===== src/smpq_pkg.sv =====
// shared types, codes and widths of the sorted max-priority queue
`timescale 1ns / 1ps

package smpq_pkg;

    // default number of queue entries
    localparam int DEPTH_DEF = 16;

    // field widths
    localparam int VAL_W     = 32;
    localparam int STAT_W    = 2;
    localparam int CNT_OUT_W = 5;
    localparam int IN_DATA_W  = 32;
    localparam int IN_USER_W  = 1;
    localparam int OUT_DATA_W = 40;

    // operation codes
    localparam logic OP_INSERT = 1'b0;
    localparam logic OP_REMOVE = 1'b1;

    // status codes
    localparam logic [STAT_W-1:0] ST_DONE  = 2'd0;
    localparam logic [STAT_W-1:0] ST_EMPTY = 2'd1;
    localparam logic [STAT_W-1:0] ST_FULL  = 2'd2;

    // command from the controller to the datapath
    typedef struct packed {
        logic              exec;
        logic              remove;
        logic [STAT_W-1:0] code;
    } t_cmd;

    // status from the datapath to the controller
    typedef struct packed {
        logic full;
        logic empty;
    } t_stat;

endpackage


===== src/smpq_ctrl.sv =====
// controller: input and output handshakes and the status decision
`timescale 1ns / 1ps

module smpq_ctrl (
    input  logic           i_clk,
    input  logic           i_rst_n,
    input  logic           i_in_valid,
    input  logic           i_op,
    input  logic           i_out_ready,
    input  smpq_pkg::t_stat i_stat,
    output logic           o_in_ready,
    output logic           o_out_valid,
    output smpq_pkg::t_cmd o_cmd
);

    // state codes
    localparam logic S_IDLE = 1'b0;
    localparam logic S_HOLD = 1'b1;

    logic r_state;
    logic n_state;
    logic accept;

    // a new transaction is taken when the result slot is free or being emptied
    assign o_in_ready  = (r_state == S_IDLE) || i_out_ready;
    assign accept      = i_in_valid && o_in_ready;
    assign o_out_valid = (r_state == S_HOLD);

    // command and status code for the datapath
    always_comb begin
        o_cmd.exec   = accept;
        o_cmd.remove = (i_op == smpq_pkg::OP_REMOVE);
        if (i_op == smpq_pkg::OP_REMOVE) begin
            o_cmd.code = i_stat.empty ? smpq_pkg::ST_EMPTY : smpq_pkg::ST_DONE;
        end else begin
            o_cmd.code = i_stat.full ? smpq_pkg::ST_FULL : smpq_pkg::ST_DONE;
        end
    end

    // next state
    always_comb begin
        n_state = r_state;
        unique case (r_state)
            S_IDLE: begin
                if (accept) n_state = S_HOLD;
            end
            S_HOLD: begin
                if (i_out_ready && !accept) n_state = S_IDLE;
            end
            default: n_state = S_IDLE;
        endcase
    end

    // state register
    always_ff @(posedge i_clk) begin
        if (!i_rst_n) begin
            r_state <= S_IDLE;
        end else begin
            r_state <= n_state;
        end
    end

endmodule


===== src/smpq_datapath.sv =====
// datapath: row of sorted cells, entry count and result register
`timescale 1ns / 1ps

module smpq_datapath #(
    parameter int QUEUE_DEPTH = smpq_pkg::DEPTH_DEF
) (
    input  logic                                 i_clk,
    input  logic                                 i_rst_n,
    input  smpq_pkg::t_cmd                       i_cmd,
    input  logic signed [smpq_pkg::VAL_W-1:0]    i_value,
    output smpq_pkg::t_stat                      o_stat,
    output logic signed [smpq_pkg::VAL_W-1:0]    o_removed_value,
    output logic [smpq_pkg::STAT_W-1:0]          o_status,
    output logic [smpq_pkg::CNT_OUT_W-1:0]       o_entry_count
);

    localparam int CNT_W = $clog2(QUEUE_DEPTH + 1);
    localparam logic [CNT_W-1:0] DEPTH_CNT = CNT_W'(QUEUE_DEPTH);

    logic signed [smpq_pkg::VAL_W-1:0] r_entries [QUEUE_DEPTH];
    logic signed [smpq_pkg::VAL_W-1:0] n_entries [QUEUE_DEPTH];
    logic [CNT_W-1:0]                  r_count;
    logic [CNT_W-1:0]                  n_count;
    logic [QUEUE_DEPTH-1:0]            ge;
    logic                              apply;
    logic [CNT_W+smpq_pkg::CNT_OUT_W-1:0] count_ext;

    assign o_stat.full  = (r_count == DEPTH_CNT);
    assign o_stat.empty = (r_count == '0);
    assign apply        = i_cmd.exec && (i_cmd.code == smpq_pkg::ST_DONE);

    // per cell: compare against the new value, then keep, insert or shift
    for (genvar g = 0; g < QUEUE_DEPTH; g++) begin : g_cell
        logic prev_ge;
        logic signed [smpq_pkg::VAL_W-1:0] left_val;
        logic signed [smpq_pkg::VAL_W-1:0] right_val;

        assign ge[g] = (CNT_W'(g) < r_count) && (r_entries[g] >= i_value);

        if (g == 0) begin : g_first
            assign prev_ge  = 1'b0;
            assign left_val = i_value;
        end else begin : g_rest
            assign prev_ge  = ge[g-1];
            assign left_val = r_entries[g-1];
        end

        if (g == QUEUE_DEPTH - 1) begin : g_last
            assign right_val = r_entries[g];
        end else begin : g_inner
            assign right_val = r_entries[g+1];
        end

        always_comb begin
            if (i_cmd.remove) begin
                n_entries[g] = right_val;
            end else if (ge[g]) begin
                n_entries[g] = r_entries[g];
            end else if (g == 0 || prev_ge) begin
                n_entries[g] = i_value;
            end else begin
                n_entries[g] = left_val;
            end
        end

        // cell storage, only meaningful below the count
        always_ff @(posedge i_clk) begin
            if (apply) r_entries[g] <= n_entries[g];
        end
    end

    // entry count
    always_comb begin
        n_count = r_count;
        if (apply) begin
            n_count = i_cmd.remove ? r_count - 1'b1 : r_count + 1'b1;
        end
    end

    always_ff @(posedge i_clk) begin
        if (!i_rst_n) begin
            r_count <= '0;
        end else begin
            r_count <= n_count;
        end
    end

    // result register, loaded once per accepted transaction
    assign count_ext = {{smpq_pkg::CNT_OUT_W{1'b0}}, n_count};

    always_ff @(posedge i_clk) begin
        if (i_cmd.exec) begin
            o_removed_value <= (apply && i_cmd.remove) ? r_entries[0] : '0;
            o_status        <= i_cmd.code;
            o_entry_count   <= count_ext[smpq_pkg::CNT_OUT_W-1:0];
        end
    end

endmodule


===== src/sorted_max_priority_queue_unit.sv =====
// top level of the sorted max-priority queue
`timescale 1ns / 1ps

// Max-priority queue of signed 32-bit values kept in descending order.
// Input stream: tuser bit 0 selects insert (0) or remove (1), tdata holds
// the value to insert. Every transaction gives one output transaction with
// the removed value (zero unless a remove succeeded), a status code
// (0 done, 1 remove on empty queue, 2 insert dropped because full) and the
// entry count after the operation.
// All cells compare against the incoming value in parallel and shift in one
// step, so one transaction is taken per cycle while the receiver does not
// stall; the result is in the output register in the cycle after acceptance.
// While the receiver stalls, the result is held and no new transaction is
// taken; input ready follows output ready once a result is waiting.
// Reset empties the queue and clears the output valid. The cells themselves
// are not cleared, as only entries below the count are ever read.

module sorted_max_priority_queue_unit #(
    parameter int QUEUE_DEPTH = smpq_pkg::DEPTH_DEF
) (
    input  logic                               i_clk,
    input  logic                               i_rst_n,
    input  logic                               i_s_axis_tvalid,
    output logic                               o_s_axis_tready,
    // [31:0] item_value
    input  logic [smpq_pkg::IN_DATA_W-1:0]     i_s_axis_tdata,
    // [0] operation
    input  logic [smpq_pkg::IN_USER_W-1:0]     i_s_axis_tuser,
    output logic                               o_m_axis_tvalid,
    input  logic                               i_m_axis_tready,
    // [31:0] removed_value, [33:32] status, [38:34] entry_count, [39] zero
    output logic [smpq_pkg::OUT_DATA_W-1:0]    o_m_axis_tdata
);

    smpq_pkg::t_cmd  cmd;
    smpq_pkg::t_stat stat;
    logic signed [smpq_pkg::VAL_W-1:0]   removed_value;
    logic [smpq_pkg::STAT_W-1:0]         status;
    logic [smpq_pkg::CNT_OUT_W-1:0]      entry_count;

    // controller
    smpq_ctrl u_ctrl (
        .i_clk       (i_clk),
        .i_rst_n     (i_rst_n),
        .i_in_valid  (i_s_axis_tvalid),
        .i_op        (i_s_axis_tuser[0]),
        .i_out_ready (i_m_axis_tready),
        .i_stat      (stat),
        .o_in_ready  (o_s_axis_tready),
        .o_out_valid (o_m_axis_tvalid),
        .o_cmd       (cmd)
    );

    // datapath
    smpq_datapath #(
        .QUEUE_DEPTH (QUEUE_DEPTH)
    ) u_datapath (
        .i_clk           (i_clk),
        .i_rst_n         (i_rst_n),
        .i_cmd           (cmd),
        .i_value         (i_s_axis_tdata),
        .o_stat          (stat),
        .o_removed_value (removed_value),
        .o_status        (status),
        .o_entry_count   (entry_count)
    );

    // output packing
    assign o_m_axis_tdata = {1'b0, entry_count, status, removed_value};

endmodule


===== config.mk =====
export PLATFORM = sky130hd
export DESIGN_NAME = sorted_max_priority_queue_unit
export DESIGN_NICKNAME = d
export VERILOG_FILES = /design/src/smpq_pkg.sv /design/src/smpq_ctrl.sv /design/src/smpq_datapath.sv /design/src/sorted_max_priority_queue_unit.sv
export SDC_FILE = /design/constraint.sdc
export NUM_CORES = 2
export LEC_CHECK = 0
export BUFFER_PORTS_ARGS = -buffer_cell sky130_fd_sc_hd__clkbuf_2
export CORE_MARGIN = 2
export CORE_UTILIZATION = 30
export DETAILED_ROUTE_END_ITERATION = 10
export GPL_TIMING_DRIVEN = 1
export PLACE_DENSITY = 0.51
export SLEW_MARGIN = 20
export SYNTH_ARGS = -nofsm -noshare
export SYNTH_HDL_FRONTEND = slang
export SYNTH_SLANG_ARGS = --single-unit

===== constraint.sdc =====
create_clock -name i_clk -period 10.65 [get_ports i_clk]
set_clock_uncertainty 0.05 [all_clocks]
set_input_delay 1.065 -clock i_clk [delete_from_list [all_inputs] [get_ports i_clk]]
set_output_delay 1.065 -clock i_clk [all_outputs]
set_load 0.02 [all_outputs]

# Word level (Yosys, flattened, before mapping)
# Memory sizes are Yosys's and may differ from the RTL's.
# Index checks and enable logic that the tools add are counted.
# classes
n_reduce_logical,24
eq_ne,1
n_bitwise,1
mux,57
addsub,2
magnitude_cmp,32
# op_table
operator,count
$mux 32,47
$ge 32x32->1,16
$lt 4x5->1 const A,8
$logic_and 1x1->1,20
$lt 3x5->1 const A,4
$lt 1x5->1 const A,2
$lt 2x5->1 const A,2
$mux 5,2
$add 5x1->5 const B,1
$eq 5x5->1 const B,1
$logic_not 5->1,1
$mux 1,5
$sub 5x1->5 const B,1
$mux 2,2
$logic_not 2->1,1
$pmux 1 s2,1
$logic_not 1->1,1
$logic_or 1x1->1,1
$not 1->1,1
# word_totals
mem_bits_rw,512
register_bits,45
input_bits,37
out_inout_bits,42
word_cells,123
n_memories,1
# mem_list
memory,words,word_bits,rd,rd_clocked_by_memory_dff,write_ports,line,source
u_datapath.r_entries,16,32,16,0,16,smpq_datapath.sv:20,logic signed [smpq_pkg::VAL_W-1:0] r_entries [QUEUE_DEPTH];

# Logic depth before layout (Yosys ltp)
# logic_depth
ltp_word,7
ltp_mapped,13
depth_no_buf,10

# By module
# Synthesis repeated with hierarchy kept, for this count alone.
# unflattened
cells_unflattened,3445
hier_area_um2,38139.1
# modules_own_cells
module,area_each_um2,cells_per_inst,n_inst,seq_area_each_um2
smpq_datapath,38042.7,3434,1,16646.0
smpq_ctrl,85.1,9,1,20.0
sorted_max_priority_queue_unit,11.3,2,1,0.0

# Worst setup path before layout
# Ideal clock, no wire load.
# synth_path
kind,in2reg
startpoint,input port i_m_axis_tready
endpoint,"memory u_datapath.r_entries[0][0] (netlist name), enable pin"
required_time_ps,10130
slack_ps,4318
arrival_ps,5812
path_buffers,2
setup_ps,470
stages,6
cell_sequence,nand2b_1 > and2_1 > nor3b_2 > clkbuf_1 > clkbuf_1 > a21boi_0
# synth_rtl
element,line,source
from (decl),sorted_max_priority_queue_unit.sv:30,"input logic i_m_axis_tready,"
to (decl),smpq_datapath.sv:20,

==> results by group <==
Run status
  • Status: finished, final reports clean

Place
  • HPWL after detailed placement: 113 mm
  • Cells after DPL: 5172
  • GP Congestion: 0.975
  • Port bufs: 77
  • Post-place instance area: 40900 um2

Timing
  • Unrepaired setup endpoints after global routing: false
  • Final setup TNS: 0 ns
  • Post-route clock period utilization: 0.560
  • Worst Tran Pin Value: 1.32 ns
  • Period minus WS final: 5.96 ns
  • Setup violators final: 0
  • Final hold vios: 0
  • Count of pins over their slew limit: 0
  • Maximum operating frequency: 0.168 GHz
  • Max_slew headroom: 0.108

Final layout
  • Nets: 4134
  • Ratio of cells with drive above 1 in the final layout: 0.0837
  • Area added between synthesis and finish: 11.5%
  • Finished Layout Cells: 5303
  • Area occupied by multi-input gates: 20900 um2
  • Register area: 16700 um2
  • Final instance area: 43100 um2
  • Fill cells: 12.8k
  • Finished Core Util: 0.338

Synthesis
  • Synth area leaders: edfxtp_1, ha_1, mux2i_1, a221o_1, o21ai_0
  • Syn_area_per_cell: 10.7 um2
  • Mux share of post-synthesis cell area: 0.0756
  • Cell taking the most area after synthesis: edfxtp_1
  • Sequential fraction of the synthesis area: 0.431
  • Xor and xnor area share after synthesis: 0.00113
  • Largest family of logic cells by synthesized area: adder cells
  • Flops & latches, synth: 557
  • Cells after Synth: 3604
  • Mapped cell area: 38700 um2
  • Share of synthesized registers carrying an async set or reset: 0
  • Adder-Cell Fraction of Synth Area: 0.167
  • Ys flop type: edfxtp_1
  • Simple-gate share of the synthesized area: 0.128
  • EDFF count, synth: 551
  • Synth unique cells: 65
  • Compound-cell area share of the yosys netlist: 0.161
  • Yosys warns: 0
  • Synthesized Nets: 4156
  • Post-synth top area share: 0.428

Drt
  • Via/cell ratio: 5.95
  • ANT nets after route: 0
  • Detailed-route via count: 31.5k
  • Routed len/inst: 30.7 um
  • Initial DRC Count: 3774
  • 1st-pass router iterations: 6
  • WL final: 163 mm
  • DRC Markers: 0

Global route
  • Initial antenna violation count: 15
  • Largest net degree at the start of global routing: 174
  • Total global routing track utilization: 0.241
  • Vias in the first global route: 30.0k
  • Grt ovf: 0
  • First-pass GRT wire length: 228 mm

Floorplanning
  • Number of I/O pins: 79
  • Core area: 128000 um2
  • Chip height: 363 um
  • Chip width: 363 um
  • # rows: 131
  • Initial Utilization: 0.303
  • DIE AREA: 132000 um2

Clock tree
  • # Post-CTS Setup Buffers: 0
  • CTS max path bufs: 3
  • TritonCTS clock tree: yes
  • Clock-pin slew on the worst setup and hold paths: 0.06 ns
  • Hold Buf Count CTS: 0
  • CTS Buf Count: 70
  • H-Tree Depth: 3
  • CTS Root Cell: clkbuf_16
  • Post_cts resized: 0
  • Clk_lat worst skew: 0.63 ns
  • CTS sink cnt: 557

Setup path
  • Worst r2r src: u_datapath.r_entries[0][79]
  • Critical path arrival: 6.26 ns
  • Critical-path top delay cell: o41ai_1
  • Worst-path fanout max: 18
  • Critical Path RT: 10.95 ns
  • CP max stage delay: 1.18 ns
  • CP Cell Sequence: clkbuf_2 > inv_1 > ha_1 > a21oi_1 > o21ai_0 > o2bb2ai_1 > o41ai_1 > o2bb2ai_1 > nor2_4 > buf_4 > mux2i_1 > o21ai_0
  • Reg2reg path depth: 10
  • WS Path Type: primary input to flip-flop
  • CP endpoint kind: flip-flop
  • Crit start category: primary input
  • CP Launch Point: i_s_axis_tdata[7]

Flow run
  • Maxcap violations: 0

Worst hold path
  • Hold Crit Depth: 2
  • Min-Delay Path Class: flip-flop to flip-flop
  • Hold Crit Start: u_ctrl.o_out_valid

Power and ir drop
  • Worst ir drop on vdd: 0.128 mV
  • Leak Pwr: 18.0 nW
  • Power per cell area: 202 nW/um2
==> logic make-up after synthesis <==
kind of cell / count (synthesis)
multiplexers: 288
adder cells (fa/ha/maj): 515
other: 1
flip-flops: 557
buffers and inverters: 336
AO/OA/AOI/OAI: 943
AND/OR/NAND/NOR: 959
XOR/XNOR: 5
==> stage by stage <==
| stage | hold WS [ns] | setup WS [ns] | total power, W |
|---|---|---|---|
| detailed placement | 0.486 | 4.27 | 0.00629 |
| floorplan | 0.475 | 4.32 | 0.00504 |
| CTS | 0.494 | 4.93 | 0.00870 |
| finish | 0.480 | 4.69 | 0.00873 |
| global route | 0.553 | 4.75 | 0.00908 |
| global placement | 0.465 | 3.88 | 0.00625 |
==> final cells by class <==
class,instances,share of cell area
multi-input cells,2711,0.484
clock buffers,89,0.0438
well taps,1662,0.0482
clock inverters,33,0.00743
flip-flops and latches,557,0.386
inverters,108,0.00943
repair buffers,134,0.0197
diodes,9,0.000522
==> per-layer routing <==
| layer | GRT usage | vias to the layer above | routed length, um |
|---|---|---|---|
| li1 | - | 14014 | - |
| met1 | 0.317 | 15750 | 67600 |
| met2 | 0.388 | 1464 | 74900 |
| met3 | 0.0331 | 308 | 11600 |
| met4 | 0.117 | 0 | 8490 |
| met5 | 0 | - | 0 |
==> path summary, 6_finish.rpt <==
check | to | slack [ns]
hold reg to reg | u_ctrl.o_out_valid | 0.48
setup reg to reg | u_datapath.r_entries[0][111] | 5.51
hold / removal | u_ctrl.o_out_valid | 0.48
setup / recovery | u_datapath.r_entries[0][111] | 4.69
==> worst max-delay path: cells and delay by family <==
kind / cells / cell delay, ns
AOI/OAI and AO/OA: 6 / 2.09
adders and majority gates: 1 / 0.39
buffers and inverters: 3 / 1.45
muxes: 1 / 0.29
and+or+nand+nor: 1 / 0.95
==> power by group <==
group          leakage (nW)  internal [W]  switching (W)
clock                  1.06       0.00140        0.00102
combinational          11.6      0.000969        0.00183
sequential             5.32       0.00302       0.000495
==> synth_stat cells (5+ instances only) <==
library cell	instances
buf_2	40
o211ai_1	14
clkbuf_1	159
nor2_1	108
mux2_2	32
nor4_1	20
o41ai_1	6
nand3_1	88
a221o_1	165
buf_6	6
o21ai_0	277
and3_1	35
o2bb2ai_1	12
a2111oi_0	8
dfxtp_1	6
mux2i_1	256
edfxtp_1	551
a31oi_1	8
o21a_1	18
buf_4	15
nand2b_1	10
inv_1	108
a21boi_0	23
and2_1	7
nor3_1	23
and4_1	5
a211oi_1	12
a21oi_1	250
a21o_1	73
buf_1	8
nor3b_1	155
o22ai_1	5
ha_1	515
o21ai_1	13
nor2b_1	16
nand4_1	116
nand2_1	351
or3_1	9
o311ai_0	32
==> placed cells by master, fill, tap and decap left out, drive strengths merged, types with 6 or more instances in the layout <==
cell type,count
bufinv,6
ha,515
nand3,88
nand2,351
diode,9
inv,108
o41ai,7
o311ai,33
nor2b,16
clkbuf,165
o211ai,14
mux2i,256
dfxtp,6
a21boi,23
a21o,73
nor2,112
nand2b,10
nand4,116
and2,7
a211oi,12
clkinvlp,6
a31oi,8
or3,9
edfxtp,551
nor4,20
nor3,23
and3,35
o21ai,291
nor3b,156
o2bb2ai,12
clkinv,21
mux2,32
a2111oi,8
a221o,165
buf,58
o21a,18
a21oi,250
==> flip-flops by register name (all words and copies together) (netlist names) <==
| register | count |
|---|---|
| u_datapath.o_entry_count | 5 |
| u_datapath.r_count | 5 |
| u_datapath.r_entries | 512 |
| u_ctrl.o_out_valid | 1 |
| u_datapath.o_status | 2 |
| u_datapath.o_removed_value | 32 |
(Power assumes the default switching activity.)
